$ cat config.mk
export PLATFORM = sky130hd
export DESIGN_NAME = accented_letter_escape_decoder_unit
export DESIGN_NICKNAME = d
export VERILOG_FILES = /design/src/aled_pkg.sv /design/src/aled_regs.sv /design/src/aled_decode.sv /design/src/accented_letter_escape_decoder_unit.sv
export SDC_FILE = /design/constraint.sdc
export NUM_CORES = 1
export LEC_CHECK = 0
export BUFFER_PORTS_ARGS = -buffer_cell sky130_fd_sc_hd__buf_2
export CAP_MARGIN = 0
export CORE_ASPECT_RATIO = 0.8
export CORE_MARGIN = 4
export CORE_UTILIZATION = 54
export CTS_CLUSTER_DIAMETER = 80
export DETAILED_ROUTE_END_ITERATION = 16
export GPL_ROUTABILITY_DRIVEN = 1
export PLACE_DENSITY = 0.91
export SLEW_MARGIN = 20
export SYNTH_ARGS = -nofsm -noshare
export SYNTH_HDL_FRONTEND = slang
export SYNTH_SLANG_ARGS = --single-unit
$ cat constraint.sdc
create_clock -name clk -period 3 [get_ports clk]
set_input_delay 0 -clock clk [delete_from_list [all_inputs] [get_ports clk]]
set_output_delay 0 -clock clk [all_outputs]
set_load 0.02 [all_outputs]
$ cat src/aled_pkg.sv
// Shared types, constants and ROM lookup functions for the accented letter
// escape decoder. No dependencies.
package aled_pkg;

  localparam int APB_AW = 5;
  localparam int APB_DW = 32;
  localparam int CODE_W = 6;
  localparam int LEN_W  = 3;
  localparam int ERR_W  = 3;
  localparam int ST_W   = 3;
  localparam int REG_W  = 3;

  // register indexes (byte address = 4 * index)
  localparam logic [REG_W-1:0] REG_EMPTY    = 3'd0;
  localparam logic [REG_W-1:0] REG_QUESTION = 3'd1;
  localparam logic [REG_W-1:0] REG_CH       = 3'd2;
  localparam logic [REG_W-1:0] REG_DZ       = 3'd3;
  localparam logic [REG_W-1:0] REG_DZH      = 3'd4;

  // decoder states
  localparam logic [ST_W-1:0] ST_IDLE  = 3'd0;
  localparam logic [ST_W-1:0] ST_COMMA = 3'd1;
  localparam logic [ST_W-1:0] ST_CARON = 3'd2;
  localparam logic [ST_W-1:0] ST_COLON = 3'd3;
  localparam logic [ST_W-1:0] ST_GRAVE = 3'd4;
  localparam logic [ST_W-1:0] ST_GR_C  = 3'd5;
  localparam logic [ST_W-1:0] ST_GR_D  = 3'd6;
  localparam logic [ST_W-1:0] ST_GR_DV = 3'd7;

  // error kinds
  localparam logic [ERR_W-1:0] ERR_OK        = 3'd0;
  localparam logic [ERR_W-1:0] ERR_UNKNOWN   = 3'd1;
  localparam logic [ERR_W-1:0] ERR_COMMA     = 3'd2;
  localparam logic [ERR_W-1:0] ERR_CARON     = 3'd3;
  localparam logic [ERR_W-1:0] ERR_DIGRAPH   = 3'd4;
  localparam logic [ERR_W-1:0] ERR_COLON     = 3'd5;

  // escape characters
  localparam logic [7:0] CH_DOT      = 8'h2E;
  localparam logic [7:0] CH_QUESTION = 8'h3F;
  localparam logic [7:0] CH_COMMA    = 8'h2C;
  localparam logic [7:0] CH_LOWER_V  = 8'h76;
  localparam logic [7:0] CH_COLON    = 8'h3A;
  localparam logic [7:0] CH_GRAVE    = 8'h60;
  localparam logic [7:0] CH_C        = 8'h43;
  localparam logic [7:0] CH_D        = 8'h44;
  localparam logic [7:0] CH_H        = 8'h48;
  localparam logic [7:0] CH_Z        = 8'h5A;

  typedef struct packed {
    logic [CODE_W-1:0] empty_code;
    logic [CODE_W-1:0] question_code;
    logic [CODE_W-1:0] ch_code;
    logic [CODE_W-1:0] dz_code;
    logic [CODE_W-1:0] dzh_code;
  } cfg_t;

  typedef struct packed {
    logic              emit;
    logic [CODE_W-1:0] code;
    logic [LEN_W-1:0]  len;
    logic [ERR_W-1:0]  err;
  } res_t;

  typedef struct packed {
    logic              hit;
    logic [CODE_W-1:0] code;
  } rom_hit_t;

  function automatic rom_hit_t plain_lookup(input logic [7:0] c);
    rom_hit_t r;
    r.hit = 1'b1;
    unique case (c)
      8'h41:   r.code = 6'd1;
      8'h42:   r.code = 6'd4;
      8'h43:   r.code = 6'd5;
      8'h44:   r.code = 6'd7;
      8'h45:   r.code = 6'd11;
      8'h46:   r.code = 6'd13;
      8'h47:   r.code = 6'd14;
      8'h48:   r.code = 6'd15;
      8'h49:   r.code = 6'd17;
      8'h4A:   r.code = 6'd19;
      8'h4B:   r.code = 6'd20;
      8'h4C:   r.code = 6'd21;
      8'h4D:   r.code = 6'd24;
      8'h4E:   r.code = 6'd25;
      8'h4F:   r.code = 6'd27;
      8'h50:   r.code = 6'd30;
      8'h51:   r.code = 6'd31;
      8'h52:   r.code = 6'd32;
      8'h53:   r.code = 6'd34;
      8'h54:   r.code = 6'd36;
      8'h55:   r.code = 6'd38;
      8'h56:   r.code = 6'd40;
      8'h57:   r.code = 6'd41;
      8'h58:   r.code = 6'd42;
      8'h59:   r.code = 6'd43;
      8'h5A:   r.code = 6'd45;
      default: begin
        r.hit  = 1'b0;
        r.code = '0;
      end
    endcase
    return r;
  endfunction

  function automatic rom_hit_t long_lookup(input logic [7:0] c);
    rom_hit_t r;
    r.hit = 1'b1;
    unique case (c)
      8'h41:   r.code = 6'd2;
      8'h45:   r.code = 6'd12;
      8'h49:   r.code = 6'd18;
      8'h4C:   r.code = 6'd22;
      8'h4F:   r.code = 6'd28;
      8'h52:   r.code = 6'd33;
      8'h55:   r.code = 6'd39;
      8'h59:   r.code = 6'd44;
      8'h3F:   r.code = 6'd50;
      default: begin
        r.hit  = 1'b0;
        r.code = '0;
      end
    endcase
    return r;
  endfunction

  function automatic rom_hit_t caron_lookup(input logic [7:0] c);
    rom_hit_t r;
    r.hit = 1'b1;
    unique case (c)
      8'h43:   r.code = 6'd6;
      8'h44:   r.code = 6'd8;
      8'h4C:   r.code = 6'd23;
      8'h4E:   r.code = 6'd26;
      8'h4F:   r.code = 6'd29;
      8'h53:   r.code = 6'd35;
      8'h54:   r.code = 6'd37;
      8'h5A:   r.code = 6'd46;
      default: begin
        r.hit  = 1'b0;
        r.code = '0;
      end
    endcase
    return r;
  endfunction

  function automatic rom_hit_t dots_lookup(input logic [7:0] c);
    rom_hit_t r;
    r.hit = 1'b1;
    unique case (c)
      8'h41:   r.code = 6'd3;
      8'h55:   r.code = 6'd49;
      default: begin
        r.hit  = 1'b0;
        r.code = '0;
      end
    endcase
    return r;
  endfunction

endpackage

$ cat src/aled_regs.sv
// APB-style configuration registers of the escape decoder.
// Depends on aled_pkg.
module aled_regs (
  input  logic                        clk,
  input  logic                        rst,
  input  logic                        psel,
  input  logic                        penable,
  input  logic                        pwrite,
  input  logic [aled_pkg::APB_AW-1:0] paddr,
  input  logic [aled_pkg::APB_DW-1:0] pwdata,
  output logic [aled_pkg::APB_DW-1:0] prdata,
  output logic                        pready,
  output aled_pkg::cfg_t              cfg
);
  import aled_pkg::*;

  logic [REG_W-1:0] idx;
  logic             wr;

  assign idx    = paddr[APB_AW-1:2];
  assign wr     = psel && penable && pwrite;
  assign pready = 1'b1;

  always_ff @(posedge clk) begin
    if (rst) begin
      cfg.empty_code    <= 6'd0;
      cfg.question_code <= 6'd47;
      cfg.ch_code       <= 6'd16;
      cfg.dz_code       <= 6'd9;
      cfg.dzh_code      <= 6'd10;
    end else if (wr) begin
      unique case (idx)
        REG_EMPTY:    cfg.empty_code    <= pwdata[CODE_W-1:0];
        REG_QUESTION: cfg.question_code <= pwdata[CODE_W-1:0];
        REG_CH:       cfg.ch_code       <= pwdata[CODE_W-1:0];
        REG_DZ:       cfg.dz_code       <= pwdata[CODE_W-1:0];
        REG_DZH:      cfg.dzh_code      <= pwdata[CODE_W-1:0];
        default: ;
      endcase
    end
  end

  always_comb begin
    prdata = '0;
    unique case (idx)
      REG_EMPTY:    prdata[CODE_W-1:0] = cfg.empty_code;
      REG_QUESTION: prdata[CODE_W-1:0] = cfg.question_code;
      REG_CH:       prdata[CODE_W-1:0] = cfg.ch_code;
      REG_DZ:       prdata[CODE_W-1:0] = cfg.dz_code;
      REG_DZH:      prdata[CODE_W-1:0] = cfg.dzh_code;
      default:      prdata = '0;
    endcase
  end

endmodule

$ cat src/aled_decode.sv
// Prefix state register and one-byte decode step with ROM lookups.
// Depends on aled_pkg.
module aled_decode (
  input  logic           clk,
  input  logic           rst,
  input  logic           step,
  input  logic [7:0]     in_char,
  input  aled_pkg::cfg_t cfg,
  output aled_pkg::res_t res,
  output logic [aled_pkg::ST_W-1:0] state
);
  import aled_pkg::*;

  logic [ST_W-1:0] state_next;
  rom_hit_t        plain_hit;
  rom_hit_t        long_hit;
  rom_hit_t        caron_hit;
  rom_hit_t        dots_hit;

  assign plain_hit = plain_lookup(in_char);
  assign long_hit  = long_lookup(in_char);
  assign caron_hit = caron_lookup(in_char);
  assign dots_hit  = dots_lookup(in_char);

  always_comb begin
    res        = '0;
    state_next = ST_IDLE;
    unique case (state)
      ST_IDLE: begin
        res.len = 3'd1;
        priority if (in_char == CH_DOT) begin
          res.emit = 1'b1;
          res.code = cfg.empty_code;
        end else if (in_char == CH_QUESTION) begin
          res.emit = 1'b1;
          res.code = cfg.question_code;
        end else if (in_char == CH_COMMA) begin
          state_next = ST_COMMA;
        end else if (in_char == CH_LOWER_V) begin
          state_next = ST_CARON;
        end else if (in_char == CH_COLON) begin
          state_next = ST_COLON;
        end else if (in_char == CH_GRAVE) begin
          state_next = ST_GRAVE;
        end else if (plain_hit.hit) begin
          res.emit = 1'b1;
          res.code = plain_hit.code;
        end else begin
          res.emit = 1'b1;
          res.err  = ERR_UNKNOWN;
        end
      end
      ST_COMMA: begin
        res.emit = 1'b1;
        res.len  = 3'd2;
        res.code = long_hit.hit ? long_hit.code : '0;
        res.err  = long_hit.hit ? ERR_OK : ERR_COMMA;
      end
      ST_CARON: begin
        res.emit = 1'b1;
        res.len  = 3'd2;
        res.code = caron_hit.hit ? caron_hit.code : '0;
        res.err  = caron_hit.hit ? ERR_OK : ERR_CARON;
      end
      ST_COLON: begin
        res.emit = 1'b1;
        res.len  = 3'd2;
        res.code = dots_hit.hit ? dots_hit.code : '0;
        res.err  = dots_hit.hit ? ERR_OK : ERR_COLON;
      end
      ST_GRAVE: begin
        res.len = 3'd2;
        priority if (in_char == CH_C) begin
          state_next = ST_GR_C;
        end else if (in_char == CH_D) begin
          state_next = ST_GR_D;
        end else begin
          res.emit = 1'b1;
          res.err  = ERR_DIGRAPH;
        end
      end
      ST_GR_C: begin
        res.emit = 1'b1;
        res.len  = 3'd3;
        res.code = (in_char == CH_H) ? cfg.ch_code : '0;
        res.err  = (in_char == CH_H) ? ERR_OK : ERR_DIGRAPH;
      end
      ST_GR_D: begin
        res.len = 3'd3;
        priority if (in_char == CH_Z) begin
          res.emit = 1'b1;
          res.code = cfg.dz_code;
        end else if (in_char == CH_LOWER_V) begin
          state_next = ST_GR_DV;
        end else begin
          res.emit = 1'b1;
          res.err  = ERR_DIGRAPH;
        end
      end
      ST_GR_DV: begin
        res.emit = 1'b1;
        res.len  = 3'd4;
        res.code = (in_char == CH_Z) ? cfg.dzh_code : '0;
        res.err  = (in_char == CH_Z) ? ERR_OK : ERR_DIGRAPH;
      end
      default: ;
    endcase
  end

  always_ff @(posedge clk) begin
    if (rst) begin
      state <= ST_IDLE;
    end else if (step) begin
      state <= state_next;
    end
  end

endmodule

$ cat src/accented_letter_escape_decoder_unit.sv
// Top level of the accented letter escape decoder: input register, decode
// step and result register. Depends on aled_pkg, aled_regs, aled_decode.
//
// Usage:
//   Input channel: in_valid / in_stall with one byte, in_char, per beat.
//   Output channel: out_valid / out_stall with letter_code, sequence_length
//   and error_kind. A beat is taken when valid is high and stall is low.
//   A byte that only advances a prefix (',' 'v' ':' '`' and digraph
//   middles) yields no output beat; every other byte yields exactly one.
//   Path: the final byte of a sequence is taken into the input register,
//   and its result is decoded out of it into the result register.
//   Throughput: one byte per cycle while out_stall is low; the decode step is
//   one state update plus fixed ROM compares between the two registers.
//   Stall: while a result waits under out_stall, one more byte is still
//   taken into the input register; in_stall rises only when both are full.
//   Reset (rst, synchronous): clears both registers' valid flags, returns
//   the decoder to idle and loads the register reset codes.
//   Configuration: APB-style, registers at byte addresses 0,4,8,12,16;
//   write only while the block is idle.
module accented_letter_escape_decoder_unit (
  input  logic                        clk,
  input  logic                        rst,
  input  logic                        in_valid,
  output logic                        in_stall,
  input  logic [7:0]                  in_char,
  output logic                        out_valid,
  input  logic                        out_stall,
  output logic [aled_pkg::CODE_W-1:0] letter_code,
  output logic [aled_pkg::LEN_W-1:0]  sequence_length,
  output logic [aled_pkg::ERR_W-1:0]  error_kind,
  input  logic                        psel,
  input  logic                        penable,
  input  logic                        pwrite,
  input  logic [aled_pkg::APB_AW-1:0] paddr,
  input  logic [aled_pkg::APB_DW-1:0] pwdata,
  output logic [aled_pkg::APB_DW-1:0] prdata,
  output logic                        pready
);
  import aled_pkg::*;

  cfg_t            cfg;
  res_t            res;
  logic [ST_W-1:0] state;
  logic            s1_valid;
  logic [7:0]      s1_char;
  logic            out_free;
  logic            step;

  assign out_free = !out_valid || !out_stall;
  assign step     = s1_valid && out_free;
  assign in_stall = s1_valid && !out_free;

  aled_regs u_regs (
    .clk     (clk),
    .rst     (rst),
    .psel    (psel),
    .penable (penable),
    .pwrite  (pwrite),
    .paddr   (paddr),
    .pwdata  (pwdata),
    .prdata  (prdata),
    .pready  (pready),
    .cfg     (cfg)
  );

  aled_decode u_decode (
    .clk     (clk),
    .rst     (rst),
    .step    (step),
    .in_char (s1_char),
    .cfg     (cfg),
    .res     (res),
    .state   (state)
  );

  always_ff @(posedge clk) begin
    if (rst) begin
      s1_valid <= 1'b0;
    end else if (!in_stall) begin
      s1_valid <= in_valid;
    end
  end

  always_ff @(posedge clk) begin
    if (in_valid && !in_stall) begin
      s1_char <= in_char;
    end
  end

  always_ff @(posedge clk) begin
    if (rst) begin
      out_valid <= 1'b0;
    end else if (out_free) begin
      out_valid <= step && res.emit;
    end
  end

  always_ff @(posedge clk) begin
    if (step && res.emit) begin
      letter_code     <= res.code;
      sequence_length <= res.len;
      error_kind      <= res.err;
    end
  end

  a_err_zero_code: assert property (@(posedge clk) disable iff (rst)
    out_valid && error_kind != ERR_OK |-> letter_code == '0)
    else $error("error beat carries a nonzero letter code");

  a_unknown_len: assert property (@(posedge clk) disable iff (rst)
    out_valid && error_kind == ERR_UNKNOWN |-> sequence_length == 3'd1)
    else $error("unknown byte error with length other than one");

  a_emit_idle: assert property (@(posedge clk) disable iff (rst)
    step && res.emit |=> state == ST_IDLE)
    else $error("decoder not idle after a result");

  a_stall_full: assert property (@(posedge clk) disable iff (rst)
    in_stall |-> s1_valid && out_valid)
    else $error("input stalled with a free stage");

endmodule
Word level (Yosys, flattened, before mapping)
Index checks and enable logic that the tools add are counted.
Widths: inputs -> output; s select.
{ "op_classes": {"eq_ne": 43, "n_reduce_logical": 23, "mux": 56} }
{ "ops": {"columns": ["op", "count"], "rows": [
  ["$eq 8x7->1 const B", 28],
  ["$pmux 6 s26", 1],
  ["$pmux 6 s8", 2],
  ["$mux 3", 23],
  ["$pmux 6 s9", 1],
  ["$mux 6", 7],
  ["$mux 7", 6],
  ["$pmux 6 s7", 1],
  ["$eq 8x6->1 const B", 4],
  ["$pmux 6 s5", 1],
  ["$reduce_or 26->1", 1],
  ["$eq 3x3->1 const B", 5],
  ["$eq 3x2->1 const B", 4],
  ["$pmux 6 s2", 1],
  ["$reduce_and 2->1", 5],
  ["$mux 1", 9],
  ["$pmux 3 s3", 1],
  ["$reduce_or 9->1", 1],
  ["$reduce_or 8->1", 1],
  ["$eq 3x1->1 const B", 2],
  ["$logic_and 1x1->1", 6],
  ["$logic_not 3->1", 2],
  ["$reduce_or 5->1", 1],
  ["$logic_not 1->1", 4],
  ["4 further kinds", 5]
]} }
{ "word_totals": {"output_inout_bits": 47, "elab_cells": 134, "regBits": 55, "in_bits": 52} }

Logic depth before layout (Yosys ltp)
{ "logic_depth": {"word_depth": 12, "ltp_mapped": 8, "mapped_depth_nobuf": 5} }

By module
A second synthesis with hierarchy kept.
{ "hier_totals": {"hier_cells": 497, "area_unflattened_um2": 4219.0} }
{ "modules_own_cells": {"columns": ["module", "area_per_inst_um2", "n_inst", "cells_per_inst"], "rows": [
  ["aled_decode", 1824.2, 1, 281],
  ["aled_regs", 1700.4, 1, 184],
  ["accented_letter_escape_decoder_unit", 694.4, 1, 32]
]} }

Worst setup path before layout
Ideal clock, no wire load.
{ "synth_path": {"path_kind": "flip-flop to flip-flop", "startpoint": "reg s1_char[2]", "endpoint": "reg error_kind[0] (netlist name), enable pin", "t_arrival_ns": 1.845, "setup_ns": 0.380, "period_less_slack_ns": 2.226, "path_stages_with_launch": 7, "setup_slack_ns": 0.774, "required_ns": 2.620, "path_cell_list": "edfxtp_1 -> buf_2 -> and3_1 -> and3_1 -> o31ai_1 -> nand2_1 -> nor2_1"} }
{ "synth_between": {"elab_chain_cells": 9, "word_cells_on_any_way": 21, "cone_classes": "eq/ne (9); mux (11); reduce/logical (1)"} }
{ "synth_rtl": {"columns": ["element", "line", "rtl"], "rows": [
  ["from (decl)", "accented_letter_escape_decoder_unit.sv:45", "logic [7:0] s1_char;"],
  ["from (signal assigned)", "accented_letter_escape_decoder_unit.sv:86", "s1_char <= in_char;"],
  ["$eq 8x7->1", "aled_decode.sv:43", "end else if (in_char == CH_GRAVE) begin"],
  ["$mux 7", "aled_decode.sv:43", null],
  ["$mux 7", "aled_decode.sv:41", "end else if (in_char == CH_COLON) begin"],
  ["$mux 7", "aled_decode.sv:39", "end else if (in_char == CH_LOWER_V) begin"],
  ["$mux 7", "aled_decode.sv:37", "end else if (in_char == CH_COMMA) begin"],
  ["$mux 7", "aled_decode.sv:34", "end else if (in_char == CH_QUESTION) begin"],
  ["$mux 7", "aled_decode.sv:31", "priority if (in_char == CH_DOT) begin"],
  ["$pmux 1 s4 *", "aled_decode.sv:28", "unique case (state)"],
  ["$logic_and 1x1->1 *", "accented_letter_escape_decoder_unit.sv:99", "if (step && res.emit) begin"],
  ["to (signal assigned)", "accented_letter_escape_decoder_unit.sv:102", "error_kind <= res.err;"],
  ["to (decl)", "accented_letter_escape_decoder_unit.sv:30", "output logic [aled_pkg::ERR_W-1:0] error_kind,"]
]} }
Every way passes the cells marked *; elsewhere a longest branch is shown, timed or not.
A chain may end at the register's enable or synchronous reset.

==> summary.txt <==
Place
  – PortBufs: 43
  – GPL Wtd Cong: 1.024
  – Placed insts: 596
  – HPWL Detailed: 9289 um
  – Place WS: 0.5766 ns

Cells and area
  – Most common cell after layout, fill and taps aside: nor2_1
  – Layout Nets: 584
  – Number of diodes: 0
  – Multi-input logic area: 0.002439 mm2
  – Flip-flop and latch area: 0.001301 mm2
  – Most frequent cells in the layout: 46 x nor2_1, 45 x mux2i_1, 43 x buf_2
  – Number of fill cells: 583
  – Non-Filler Instances: 620
  – Layout area overhead: 11.87%
  – Ratio of cells with drive above 1 in the final layout: 0.1501

Drt
  – ANT nets after route: 0
  – 1st-pass router iterations: 8
  – Drt wl/cell: 20.51 um
  – DR vias/cell: 6.627
  – Starting DRC count in detailed routing: 568
  – Drc violations: 0
  – Via count: 4,109
  – Routed WL: 12,720 um

Synthesis
  – Post-synth EDFFs: 20
  – Post-synth top flop: dfxtp_1
  – Per-instance average area after synthesis: 8.319 um2
  – Cells after Synth: 484
  – Cell Area, Synth: 0.004026 mm2
  – Sequential area share after synthesis: 0.3232
  – FF+latch count, synth: 55
  – Yosys cell types: 63
  – Ys async rst share: 0
  – Yosys warning total: 0

STA
  – Clock Skew: 0.01152 ns
  – Tcrit/Tclk final: 0.8364
  – Period minus WS final: 2.509 ns
  – Rel. slew slack: 0.3374
  – RSZ-0062 raised after global routing: false
  – Post-Route Setup TNS: 0 ns
  – Fmax: 398.5 MHz
  – Final setup fails: 0
  – Final hold vios: 0
  – Setup WS post-layout: 0.4908 ns
  – Final Slew Violations: 0
  – Worst Max-Slew Pin Slew: 0.9938 ns

Setup path
  – Crit-path slowest cell: edfxtp_1
  – Crit. End Element: flop
  – Setup CP Type: reg -> reg
  – Critical path arrival: 2.54 ns
  – Reg2Reg Setup Slack: 0.49 ns
  – Worst-path cell chain: nor2_1 > a32o_1 > nor4_1 > o211ai_1
  – Worst path required time: 3.03 ns
  – Critical Path Start Type: flop
  – Reg2reg path depth: 4
  – CP Max Fanout: 28
  – Critical Path Max Stage Delay: 1.02 ns

Power and ir drop
  – Power per cell area: 353.9 mW/mm2
  – Max IR drop VDD: 0.0002080 V
  – Total Power: 0.001594 W
  – Static Leak: 1.741 nW

Floorplanning
  – Starting density of the core: 0.5703
  – Die width: 104.5 um
  – Ports: 99
  – Die area: 0.008910 mm2
  – Core area: 0.007061 mm2
  – Site Rows: 27
  – Chip Height: 85.24 um

GRT
  – First-pass GRT wire length: 20,060 um
  – Pin count of the biggest net entering global routing: 34
  – Grt ovf: 0
  – Vias in the first global route: 3,699
  – Total GRT Usage: 0.2802
  – Initial antenna violation count: 0

CTS
  – CTS buffer count: 5
  – Clk_lat worst skew: 0.33 ns
  – CTS max path bufs: 2
  – H-tree depth: 2
  – Clock Pin Slew Worst Setup and Hold Paths: 0.11 ns
  – Clock Root Buffer: clkbuf_8
  – Clock sink count: 55
  – CTS tree: done

Worst hold path
  – Hold Path Cell Cnt: 2
  – Tightest Hold Check Type: in -> reg

Outcome
  – Outcome: finished clean

Run
  – Max cap viols: 0
[worst max-delay path, delay by kind of cell (launching register included)]
kind	cells	cell delay, ns
simple gates	2	0.64
flops	1	1.02
compound gates	2	0.56
[routing by layer]
metal | vias to the layer above | wire length [um] | global-route usage
li1 | 1839 | - | -
met1 | 1899 | 5346 | 0.4036
met2 | 313 | 5309 | 0.4015
met3 | 56 | 1604 | 0.07224
met4 | 2 | 394 | 0.09300
met5 | - | 63 | 0.05495
[power by group]
part	switching, W	total, W	internal (W)	leakage [nW]
logic	0.000204	0.000316	0.000112	1.22
clock network	0.000283	0.000457	0.000173	0.0506
registers	0.0000284	0.000821	0.000793	0.466
[synthesized netlist by cell type (6+ instances only)]
cell type | count | area share
nor2_1 | 46 | 0.043
mux2i_1 | 45 | 0.11
dfxtp_1 | 35 | 0.17
nand2_1 | 35 | 0.033
buf_4 | 27 | 0.050
a21oi_1 | 25 | 0.031
edfxtp_1 | 20 | 0.15
buf_2 | 16 | 0.020
nand3_1 | 15 | 0.019
nor3_1 | 15 | 0.019
clkbuf_1 | 14 | 0.013
o22ai_1 | 14 | 0.022
nand2b_1 | 12 | 0.019
o21ai_0 | 11 | 0.014
nor2b_1 | 9 | 0.014
a22oi_1 | 8 | 0.015
and3_1 | 8 | 0.012
nand3b_1 | 8 | 0.015
a31oi_1 | 7 | 0.011
o211ai_1 | 7 | 0.013
buf_1 | 6 | 0.0056
inv_1 | 6 | 0.0056
or3_1 | 6 | 0.0093
[cell type report]
cell class / instances / area share
clock buffer: 5 / 0.01528
clock inverter: 3 / 0.005833
inverter: 6 / 0.005000
multi-input combinational: 385 / 0.5414
sequential: 55 / 0.2889
tap: 87 / 0.02417
timing repair buffer: 79 / 0.1194
[repair_timing]
item / 4_1_cts / 5_1_grt
hold endpoints to repair: 29 / 0
gates resized for setup: 0 / 0
setup endpoints to repair: 0 / 0
hold buffers: 16 / 0
buffers inserted: 0 / 0
[cell families (layout without fill, tap and decap cells)]
family          count (synthesis)  in the layout  synth area share
compound gates                117            117            0.1983
flops                          55             55            0.3232
mux                            45             45            0.1119
other cells                     2             27          0.001865
buf+inv                        69             93           0.09447
xor+xnor                        6              6           0.01305
simple gates                  190            190            0.2573
[path summary, 6_finish.rpt]
kind               from              to
min                 rst   u_regs.cfg[2]
min reg2reg    s1_valid       out_valid
max reg2reg  s1_char[0]  letter_code[1]
max          s1_char[0]  letter_code[1]
[registers in the layout, summed over array words and instances, names as in the netlist]
name and cells:
error_kind 3, letter_code 6, out_valid 1, s1_char 8, s1_valid 1, sequence_length 3, u_decode.state 3, u_regs.cfg 30
[stage by stage]
step	instance area, um2	hold slack (ns)	util
6_report	4504	0.1197	0.6380
5_1_grt	4504	0.1357	0.6380
4_1_cts	4504	0.1102	0.6380
3_5_place_dp	4249	0.1781	0.6018
3_3_place_gp	4249	0.1771	0.6018
2_1_floorplan	4120	0.09887	-
Power figures use the tool's default switching activity.
